## config.mk

```make
export PLATFORM = sky130hd
export DESIGN_NAME = pan_tilt_scan_ranging_sequencer
export DESIGN_NICKNAME = d
export VERILOG_FILES = /design/src/rtl/ptsrs_pkg.sv /design/src/rtl/pan_tilt_scan_ranging_sequencer.sv /design/src/rtl/ptsrs_angle.sv
export SDC_FILE = /design/constraint.sdc
export NUM_CORES = 1
export LEC_CHECK = 0
export ABC_AREA = 1
export BUFFER_PORTS_ARGS = -buffer_cell sky130_fd_sc_hd__buf_2
export CORE_ASPECT_RATIO = 0.7
export CORE_MARGIN = 5
export CORE_UTILIZATION = 59
export DETAILED_ROUTE_END_ITERATION = 7
export PLACE_DENSITY = 0.79
export SYNTH_ARGS = -nofsm -noshare
export SYNTH_HDL_FRONTEND = slang
export SYNTH_SLANG_ARGS = --single-unit
```

## constraint.sdc

```tcl
create_clock -name clk -period 4.89 [get_ports clk]
set_input_delay 0.2445 -clock clk [delete_from_list [all_inputs] [get_ports clk]]
set_output_delay 0.2445 -clock clk [all_outputs]
set_load 0.01 [all_outputs]
```

## src/rtl/ptsrs_pkg.sv

```systemverilog
// Shared types and constants for the pan/tilt scan and ranging sequencer.
package ptsrs_pkg;

  // Servo compare value width
  localparam int CMP_W = 13;

  // Register indexes on the configuration port
  typedef enum logic [2:0] {
    CFG_CENTRE    = 3'd0,
    CFG_LOW       = 3'd1,
    CFG_HIGH      = 3'd2,
    CFG_STEP_DOWN = 3'd3,
    CFG_STEP_UP   = 3'd4
  } cfg_index_t;

  // Register reset values
  localparam logic [CMP_W-1:0] CENTRE_RST    = 13'd4625;
  localparam logic [CMP_W-1:0] LOW_RST       = 13'd4375;
  localparam logic [CMP_W-1:0] HIGH_RST      = 13'd4875;
  localparam logic [7:0]       STEP_DOWN_RST = 8'd3;
  localparam logic [7:0]       STEP_UP_RST   = 8'd2;
  localparam logic [CMP_W-1:0] COMPARE_RST   = 13'd4875;

  // Angle: floor((100*(c - centre) + 24930) / 277), clamped to 0..255.
  // Division by 277 is a multiply by ceil(2^25/277); exact for v < 2^25/240.
  localparam logic signed [20:0] ANGLE_GAIN   = 21'sd100;
  localparam logic signed [20:0] ANGLE_OFFSET = 21'sd24930;
  localparam logic [19:0]        ANGLE_SAT    = 20'd70635;  // 255 * 277
  localparam logic [33:0]        ANGLE_RECIP  = 34'd121136;
  localparam int                 ANGLE_SHIFT  = 25;

  // Range: floor(w * 5882 / 16000000) as w * ceil(2^39 * 2941 / 8e6) >> 39,
  // exact for every 16-bit width.
  localparam logic [43:0] RANGE_RECIP = 44'd202103982;
  localparam int          RANGE_SHIFT = 39;

endpackage

```

## src/rtl/pan_tilt_scan_ranging_sequencer.sv

```systemverilog
// Pan/tilt scan sequencer: servo compare stepping, angle and echo range.
// Pipeline: a request's echo width and compares are registered on acceptance,
// then pass through the middle and output registers to the result.
// Throughput: one request per cycle; the whole pipeline holds while a result
// waits on out_ready, set by the single shared advance enable.
// Reset: registers return to their defaults, compares to 4875, descending
// pass in its first stage, pipeline empty. No clearing pass.
module pan_tilt_scan_ranging_sequencer #(
  parameter int PERIOD_COUNT = 5000
) (
  input  logic        clk,
  input  logic        rst,
  input  logic        in_valid,
  output logic        in_ready,
  input  logic [15:0] rise_capture,
  input  logic [15:0] fall_capture,
  output logic        out_valid,
  input  logic        out_ready,
  output logic [7:0]  pan_angle,
  output logic [7:0]  tilt_angle,
  output logic [7:0]  range_cm,
  input  logic        cfg_valid,
  output logic        cfg_ready,
  input  logic [2:0]  cfg_index,
  input  logic [12:0] cfg_data
);

  localparam int CW = ptsrs_pkg::CMP_W;
  localparam logic [CW:0] PERIOD_LIM = (CW+1)'(PERIOD_COUNT);

  // Stage codes; the spare code behaves as the first stage
  typedef enum logic [1:0] {
    STG_FIRST  = 2'd0,
    STG_SECOND = 2'd1,
    STG_THIRD  = 2'd2,
    STG_SPARE  = 2'd3
  } stage_t;

  // Configuration registers
  logic [CW-1:0] centre_count;
  logic [CW-1:0] low_limit;
  logic [CW-1:0] high_limit;
  logic [7:0]    step_down;
  logic [7:0]    step_up;

  // Scan state
  logic          ascending;
  stage_t        stage;
  logic [CW-1:0] compare_a;
  logic [CW-1:0] compare_b;
  logic          ascending_next;
  stage_t        stage_next;
  logic [CW-1:0] compare_a_next;
  logic [CW-1:0] compare_b_next;

  // Pipeline
  logic          advance;
  logic          accept;
  logic          v1;
  logic          v2;
  logic [15:0]   width_s1;
  logic [43:0]   range_prod;
  logic [4:0]    range_s2;

  stage_t        st;
  logic          move_b;
  logic [CW-1:0] moving;
  logic [CW-1:0] moved;
  logic [CW:0]   up_sum;

  assign cfg_ready = 1'b1;
  assign advance   = !out_valid || out_ready;
  assign in_ready  = advance;
  assign accept    = in_valid && in_ready;

  // Configuration writes
  always_ff @(posedge clk) begin
    if (rst) begin
      centre_count <= ptsrs_pkg::CENTRE_RST;
      low_limit    <= ptsrs_pkg::LOW_RST;
      high_limit   <= ptsrs_pkg::HIGH_RST;
      step_down    <= ptsrs_pkg::STEP_DOWN_RST;
      step_up      <= ptsrs_pkg::STEP_UP_RST;
    end else if (cfg_valid && cfg_ready) begin
      case (cfg_index)
        ptsrs_pkg::CFG_CENTRE:    centre_count <= cfg_data;
        ptsrs_pkg::CFG_LOW:       low_limit    <= cfg_data;
        ptsrs_pkg::CFG_HIGH:      high_limit   <= cfg_data;
        ptsrs_pkg::CFG_STEP_DOWN: step_down    <= cfg_data[7:0];
        ptsrs_pkg::CFG_STEP_UP:   step_up      <= cfg_data[7:0];
        default: ;
      endcase
    end
  end

  // One compare moves per step: B in the second stage, A otherwise
  assign st     = (stage == STG_SPARE) ? STG_FIRST : stage;
  assign move_b = (st == STG_SECOND);
  assign moving = move_b ? compare_b : compare_a;
  assign up_sum = {1'b0, moving} + {{(CW-7){1'b0}}, step_up};

  // Saturating step, clamped to the PWM period
  always_comb begin
    if (ascending) begin
      moved = (up_sum > PERIOD_LIM) ? PERIOD_LIM[CW-1:0] : up_sum[CW-1:0];
    end else if (moving < {{(CW-8){1'b0}}, step_down}) begin
      moved = '0;
    end else if ({1'b0, moving - {{(CW-8){1'b0}}, step_down}} > PERIOD_LIM) begin
      moved = PERIOD_LIM[CW-1:0];
    end else begin
      moved = moving - {{(CW-8){1'b0}}, step_down};
    end
  end

  // Stage sequencing on the moved value
  always_comb begin
    compare_a_next = move_b ? compare_a : moved;
    compare_b_next = move_b ? moved : compare_b;
    ascending_next = ascending;
    stage_next     = st;
    case (st)
      STG_FIRST: begin
        if (ascending ? (moved > centre_count) : (moved < centre_count)) begin
          stage_next = STG_SECOND;
        end
      end
      STG_SECOND: begin
        if (ascending ? (moved > high_limit) : (moved < low_limit)) begin
          stage_next = STG_THIRD;
        end
      end
      default: begin
        if (ascending ? (moved > high_limit) : (moved < low_limit)) begin
          stage_next     = STG_FIRST;
          ascending_next = !ascending;
        end
      end
    endcase
  end

  // Scan state and pipeline control
  always_ff @(posedge clk) begin
    if (rst) begin
      ascending <= 1'b0;
      stage     <= STG_FIRST;
      compare_a <= ptsrs_pkg::COMPARE_RST;
      compare_b <= ptsrs_pkg::COMPARE_RST;
      v1        <= 1'b0;
      v2        <= 1'b0;
      out_valid <= 1'b0;
    end else begin
      if (accept) begin
        ascending <= ascending_next;
        stage     <= stage_next;
        compare_a <= compare_a_next;
        compare_b <= compare_b_next;
      end
      if (advance) begin
        v1        <= in_valid;
        v2        <= v1;
        out_valid <= v2;
      end
    end
  end

  // Echo width, then range by reciprocal multiply
  assign range_prod = {28'd0, width_s1} * ptsrs_pkg::RANGE_RECIP;

  always_ff @(posedge clk) begin
    if (accept) begin
      width_s1 <= fall_capture - rise_capture;
    end
    if (advance) begin
      range_s2 <= range_prod[ptsrs_pkg::RANGE_SHIFT+4:ptsrs_pkg::RANGE_SHIFT];
      range_cm <= {3'd0, range_s2};
    end
  end

  // Angles follow the compare registers, which hold the newest request's values
  ptsrs_angle u_pan (
    .clk     (clk),
    .en      (advance),
    .compare (compare_a),
    .centre  (centre_count),
    .angle   (pan_angle)
  );

  ptsrs_angle u_tilt (
    .clk     (clk),
    .en      (advance),
    .compare (compare_b),
    .centre  (centre_count),
    .angle   (tilt_angle)
  );

  // Stalled pipeline never moves the scan
  a_stall_holds_scan: assert property (@(posedge clk) disable iff (rst)
    !in_ready |=> $stable(compare_a) && $stable(compare_b) && $stable(stage))
    else $error("scan state moved during a stall");

  // Tilt only moves in the second stage
  a_tilt_only_second: assert property (@(posedge clk) disable iff (rst)
    accept && (stage == STG_FIRST || stage == STG_THIRD || stage == STG_SPARE)
    |=> $stable(compare_b))
    else $error("tilt compare moved outside the second stage");

  // A 16-bit echo width never exceeds 24 cm
  a_range_bound: assert property (@(posedge clk) disable iff (rst)
    out_valid |-> range_cm <= 8'd24)
    else $error("range result out of bounds");

endmodule

```

## src/rtl/ptsrs_angle.sv

```systemverilog
// Two-stage pipeline that turns a servo compare value into a saturated angle.
module ptsrs_angle (
  input  logic                           clk,
  input  logic                           en,
  input  logic [ptsrs_pkg::CMP_W-1:0]    compare,
  input  logic [ptsrs_pkg::CMP_W-1:0]    centre,
  output logic [7:0]                     angle
);

  logic signed [13:0] diff;
  logic signed [20:0] v;
  logic               neg;
  logic               sat;
  logic               neg_q;
  logic               sat_q;
  logic [16:0]        frac_q;
  logic [33:0]        prod;

  // Offset angle numerator, constant gain
  assign diff = $signed({1'b0, compare}) - $signed({1'b0, centre});
  assign v    = $signed({{7{diff[13]}}, diff}) * ptsrs_pkg::ANGLE_GAIN
                + ptsrs_pkg::ANGLE_OFFSET;
  assign neg  = v[20];
  assign sat  = (v[19:0] >= ptsrs_pkg::ANGLE_SAT);

  // Stage A: clamp flags and the in-range numerator
  always_ff @(posedge clk) begin
    if (en) begin
      neg_q  <= neg;
      sat_q  <= sat;
      frac_q <= v[16:0];
    end
  end

  // Divide by 277 through the reciprocal; quotient stays below 255 here
  assign prod = {17'd0, frac_q} * ptsrs_pkg::ANGLE_RECIP;

  // Stage B: output register
  always_ff @(posedge clk) begin
    if (en) begin
      if (neg_q) begin
        angle <= 8'd0;
      end else if (sat_q) begin
        angle <= 8'hFF;
      end else begin
        angle <= prod[ptsrs_pkg::ANGLE_SHIFT+7:ptsrs_pkg::ANGLE_SHIFT];
      end
    end
  end

endmodule

```

==> results.yml, run 1 <==
cells_and_area:
  drive_above_1_share: 0.3036
  n_fill_cell: 2702
  multi_input_area_um2: 22260
  seqCellArea_um2: 4035
  area_growth_pct: 32.40
  fin_area_um2: 34370
  nets: 4385
global_routing:
  grt_usage: 0.3171
  grt_overflow_total: 0
  grt_max_degree: 63
  grt_first_pass_wirelength_um: 122100
  antenna_found_initial: 1
  grt_pass1_vias: 24020
timing:
  setup_slack_ns: -0.8207
  finalCritPeriodShare: 1.168
  maxSlewViolCount: 0
  hold_viol: 0
  rsz0062_at_grt: "true"
  finClkSkew_ns: 0.01824
  fmax_ghz: 0.1751
  timing.hold.ws_ns: 0.03788
  worstMarginPinSlew_ns: 0.9018
  timing.slew.headroom: 0.3988
  fin_crit_ns: 5.711
  setup_viol: 22
flow_run:
  max-cap-violations: 0
worst_setup_path:
  worst-path-max-fanout: 4
  critical-path-max-stage-delay_ns: 0.43
  start_kind: "flop"
  cpMostUsedCell: "nor2_1"
  critical-path-top-delay-family: "compound AO/OA/AOI/OAI gates"
  critPathArrivalTime_ns: 5.88
  cp.required_ns: 5.06
  timing.rr.start: "compare_a[0]"
  worst-path-buf-inv: 5
  crit_type: "reg -> reg"
  crit_path_end_kind: "flop"
  crit_start: "compare_a[0]"
  slowest_stage: "fa_2"
outcome:
  violations: "negative setup slack"
  status: "finished, violations left"
synthesis:
  avgSynthCellArea_um2: 8.811
  synth_top_family_by_area: "adder cells"
  yosysUniqueCellTypes: 60
  synthSimpleGateAreaFrac: 0.1072
  synth_compound_area_frac: 0.1095
  synth_fa_ha_area_frac: 0.4866
  synthXorXnorAreaFrac: 0.04179
  yosysSeqAreaShare: 0.1550
  yosys_warnings: 0
  syn_area_um2: 25960
  synthMuxAreaShare: 0
  syn_inst: 2946
  ys_seq_elements: 163
clock_tree:
  cts_root_buf: "clkbuf_16"
  clk_path_buf_depth: 2
  cts_tree: "built"
  clock_latency_ns: 0.48
  htreeDepth: 4
  cts.sinks: 163
  cts.clk_slew.worst_paths_ns: 0.09
  ctsHoldBuffers: 0
  cts_buffers: 17
floorplan:
  start_util: 0.5958
  die_w_um: 260.7
  coreArea_um2: 43560
  die-area_um2: 48360
  std_cell_rows: 64
  die_h_um: 185.5
  io_pins: 80
place:
  dp.final_hpwl_um: 60310
  dpl_cell_area_um2: 30050
  port_buffers: 75
  gp_congestion: 0.9827
detailed_routing:
  vias: 24090
  wl_um: 88050
  drc_errors: 0
  postRouteAntennaNets: 0
  wire_per_inst_um: 21.39
  vias_per_cell: 5.854
  drtIter0Drc: 2393
  first_pass_iters: 5
hold_path:
  min-delay-start: "cfg_data[8]"
  hold_class: "in -> reg"
## metrics by stage
step	worst slack (ns)	utilization	cells	TNS, ns
4_1_cts	-0.4424	0.7389	4064	-1.907
5_1_grt	-0.9677	0.7889	4115	-10.62
3_3_place_gp	-0.5394	0.6898	3990	-4.972
6_report	-0.8207	0.7889	4116	-6.353
2_1_floorplan	-0.4213	-	2948	-1.220
3_5_place_dp	-0.6532	0.6898	3990	-7.387
## cell families (layout without fill, tap and decap cells)
logic type	Yosys count	after routing
xor+xnor	123	123
other cells	2	5
buf+inv	682	1255
flops	163	163
simple gates	654	654
fa+ha+maj	824	824
compound gates	498	498
## worst paths after layout
| kind | end | slack [ns] | cells after the start |
|---|---|---|---|
| max | u_pan.sat_q | -0.82 | 27 |
| min | high_limit[8] | 0.04 | 3 |
| max reg2reg | u_pan.sat_q | -0.82 | 27 |
| min reg2reg | range_cm[0] | 0.42 | 0 |
## registers in the layout, indices dropped and copies added (netlist names), 2 cells and up
register,flops
high_limit,13
step_up,8
compare_a,13
step_down,8
u_pan.frac_q,15
u_tilt.frac_q,15
u_tilt.angle,8
stage,2
range_cm,5
u_pan.angle,8
width_s1,16
centre_count,13
compare_b,13
low_limit,13
range_s2,5
## cells in the mapped netlist (all sizes together)
cell / n / area [µm²]
inv: 654 / 2455
ha: 515 / 6444
nand2: 365 / 1390
fa: 309 / 6186
a21oi: 227 / 1155
o21ai: 153 / 777.0
nor2: 137 / 521.8
dfxtp: 87 / 1742
xor2: 87 / 769.5
edfxtp: 76 / 2282
nand3: 71 / 360.3
xnor2: 36 / 315.3
nand4: 29 / 181.4
o211ai: 27 / 212.7
nor3: 23 / 120.1
clkbuf: 20 / 75.07
a21o: 19 / 143.9
o21bai: 18 / 135.1
or2: 11 / 68.81
a211oi: 10 / 75.07
a31oi: 9 / 56.30
buf: 7 / 52.55
nand3b: 7 / 52.55
o21a: 6 / 45.04
o31ai: 5 / 37.54
a21boi: 4 / 30.03
and2: 4 / 25.02
o2111ai: 4 / 35.03
o32ai: 4 / 35.03
nor3b: 3 / 33.78
nor4: 3 / 18.77
o221ai: 3 / 26.28
conb: 2 / 7.510
o311ai: 2 / 17.52
o41ai: 2 / 17.52
a2111oi: 1 / 8.760
a211o: 1 / 8.760
a31o: 1 / 8.760
a32oi: 1 / 8.760
a41oi: 1 / 8.760
clkinv: 1 / 3.750
nor4b: 1 / 8.760
## what timing repair did
| item | 4_1_cts | 5_1_grt |
|---|---|---|
| setup endpoints to repair | 26 | 32 |
| gates resized for setup | 203 | 375 |
| endpoints found under the hold margin | 0 | 0 |
| pin swaps | 176 | 263 |
| buffers inserted | 43 | 54 |
## routing by layer
| metal | track usage | up-vias | wire, µm |
|---|---|---|---|
| met1 | 0.4305 | 11610 | 35090 |
| met5 | 0 | - | 0 |
| met4 | 0.09145 | 0 | 5138 |
| met3 | 0.06008 | 424 | 7612 |
| li1 | - | 10690 | - |
| met2 | 0.5249 | 1368 | 40210 |
## placed cells by master (no fill, tap or decap), types with 12 or more instances in the layout
master and instances:
a21oi_4 13, o21ai_0 103, dfxtp_1 80, o21bai_1 16, nand3_2 21, nor2_2 20
nand2_2 43, o211ai_1 25, xnor2_1 28, a21o_1 18, nand2_4 17, xor2_1 67
nor2_1 110, nand2_1 304, inv_1 613, o21ai_2 12, buf_4 459, fa_2 27
a21oi_1 161, ha_4 106, xor2_2 17, inv_2 39, clkbuf_16 17, o21ai_1 30
nand3_1 49, edfxtp_1 76, nand4_1 29, ha_1 400, fa_1 282, buf_6 32
buf_2 75, nor3_1 12, a21oi_2 53
## cell type report
cell class,instances,share of cell area
Antenna cell,1,0.00007281
Multi-Input combinational cell,2103,0.6478
Timing Repair Buffer,568,0.1228
Sequential cell,163,0.1174
Clock buffer,17,0.01238
Tap cell,594,0.02163
Inverter,655,0.07169
Clock inverter,15,0.006226
## worst register-to-register path, cell delays in order (launching register included)
cell      delay [ns]
dfxtp_2         0.35
inv_2           0.06
ha_4            0.17
fa_2            0.43
o21ai_4         0.24
nand2_1         0.10
o211ai_1        0.16
a21oi_1         0.12
o21bai_1        0.22
buf_4           0.15
nor2_1          0.04
nor2_1          0.22
buf_4           0.25
buf_12          0.16
xor2_4          0.32
ha_4            0.27
ha_4            0.26
a21oi_2         0.17
o21ai_2         0.08
a21oi_2         0.23
buf_4           0.18
xor2_2          0.23
nand3_1         0.15
nor2_1          0.11
nor2_1          0.09
nor3_1          0.27
a21o_1          0.18
nand4_1         0.21
Power of run 1 is left out: the tool's default activity adds up to more than one toggle a clock period on the data nets, which glitch-free logic cannot reach.
==> inputs of run 2 (changes only) <==
CELL_PAD_IN_SITES_DETAIL_PLACEMENT = 1   (was not set)
CELL_PAD_IN_SITES_GLOBAL_PLACEMENT = 1   (was not set)
CORE_UTILIZATION = 46   (was 59)
PLACE_DENSITY = not set   (was 0.79)
PLACE_DENSITY_LB_ADDON = 0.1   (was not set)
==> run 2 against run 1 <==
Die area increased by 27%. Global-route usage shrank 2.4 points. Critical path depth down 1. Register-to-register slack better by 0.13 ns. Sequential share of layout area shrank 0.30 points. The run still ends with negative setup slack left. Fmax grew 2.3%.
==> results.yml, run 2 (synthesis results as in run 1) <==
worst_setup_path:
  cpMostUsedCell: "inv_1"
  critical-path-top-delay-family: "adder cells"
  worst-path-buf-inv: 6
  crit_start: "centre_count[1]"
  timing.rr.start: "centre_count[1]"
  worst-path-max-fanout: 4
  critical-path-max-stage-delay_ns: 0.59
  cp.required_ns: 5.11
  critPathArrivalTime_ns: 5.81
  reg2reg_slack_ns: -0.70
  crit_path_end_kind: "flop"
  slowest_stage: "fa_1"
  start_kind: "flop"
  crit_type: "reg -> reg"
clock_tree:
  cts_buffers: 17
  htreeDepth: 4
  cts.clk_slew.worst_paths_ns: 0.09
  cts_tree: "built"
  clk_path_buf_depth: 2
  clock_latency_ns: 0.49
  cts_root_buf: "clkbuf_16"
  cts.sinks: 163
detailed_routing:
  postRouteAntennaNets: 0
  vias_per_cell: 5.487
  drtIter0Drc: 1400
  wire_per_inst_um: 23.52
  drc_errors: 0
  vias: 23740
  first_pass_iters: 5
  wl_um: 101800
global_routing:
  grt_first_pass_wirelength_um: 142400
  grt_usage: 0.2935
  grt_pass1_vias: 26060
  grt_overflow_total: 0
  grt_max_degree: 63
  antenna_found_initial: 2
cells_and_area:
  n_fill_cell: 6262
  area_growth_pct: 36.03
  largestRegisters: "width_s1 x16, u_pan.frac_q x15, u_tilt.frac_q x15"
  final_cell_mix: "598 x inv_1, 511 x buf_4, 399 x ha_1, 289 x nand2_1, 271 x fa_1"
  antenna_cells: 0
  drive_above_1_share: 0.3337
  largest_reg_flops: 16
  layout_commonest_cell: "inv_1"
  regMostFlops: "width_s1"
  nets: 4451
flow_run:
  max-cap-violations: 0
place:
  pre_cts_ws_ns: -0.7405
  dp.final_hpwl_um: 71670
  gp_congestion: 0.9764
  port_buffers: 75
floorplan:
  die_w_um: 293.9
  start_util: 0.4670
  die_h_um: 208.7
  io_pins: 80
  std_cell_rows: 72
  die-area_um2: 61350
  coreArea_um2: 55580
timing:
  tns_ns: -7.336
  maxSlewViolCount: 0
  fin_crit_ns: 5.585
  worstMarginPinSlew_ns: 1.266
  setup_viol: 30
  finClkSkew_ns: 0.01986
  rsz0062_at_grt: "true"
  timing.slew.headroom: 0.1549
  setup_slack_ns: -0.6950
  hold_viol: 0
  finalCritPeriodShare: 1.142
  fmax_ghz: 0.1791
outcome:
  violations: "negative setup slack"
  status: "finished, violations left"
hold_path:
  min-delay-start: "cfg_data[8]"
  hold_class: "in -> reg"
## run 2: cell types whose count changed in the layout (fill, tap and decap cells not counted), sizes merged
| cell | change |
|---|---|
| clkinv | +1 |
| inv | -1 |
| diode | -1 |
| buf | +66 |
## run 2: repair_timing
| action | in CTS | in global routing |
|---|---|---|
| endpoints found under the hold margin | 0 | 0 |
| gates resized for setup | 311 | 353 |
| pin swaps | 253 | 225 |
| hold buffers | 0 | 0 |
| setup buffers | 66 | 64 |
| endpoints found under the setup margin | 32 | 35 |
## run 2: tightest hold or removal path, stage by stage
cell      delay [ns]
buf_2           0.11
nand2_1         0.06
o211ai_1        0.07
## run 2: per-layer routing
metal / GRT usage / vias to the layer above / wire length [µm] / part of all wire
met2: 0.4986 / 696 / 49470 / 0.49
met3: 0.05880 / 224 / 5595 / 0.055
met4: 0.06917 / 2 / 3401 / 0.033
met1: 0.3881 / 12040 / 43300 / 0.43
met5: 0 / - / 13 / 0.00013
li1: - / 10790 / - / -
## run 2: per-stage QoR
stage               hold slack, ns  cell area [µm²]  utilization  instances
floorplan                   0.3577            26060            -       2948
global placement            0.4143            30530       0.5492       4175
detailed placement          0.4099            30530       0.5492       4175
finish                     0.01875            35310       0.6352       4327
global route               0.03228            35310       0.6352       4327
CTS                       0.003637            33290       0.5990       4272
## run 2: layout make-up
class,instances,area (µm²),share of cell area
Timing Repair Buffer,634,4770,0.1351
Multi-Input combinational cell,2103,22490,0.6368
Clock inverter,15,191.4,0.005422
Tap cell,740,925.9,0.02622
Sequential cell,163,4039,0.1144
Inverter,655,2471,0.06999
Clock buffer,17,425.4,0.01205
## run 2: path summary, 6_finish.rpt
kind,to,cells past startpoint
worst max register to register,u_pan.sat_q,26
worst max-delay path,u_pan.sat_q,26
worst min register to register,range_cm[2],0
worst min-delay path,high_limit[8],3
Power of run 2 is left out for the same reason.
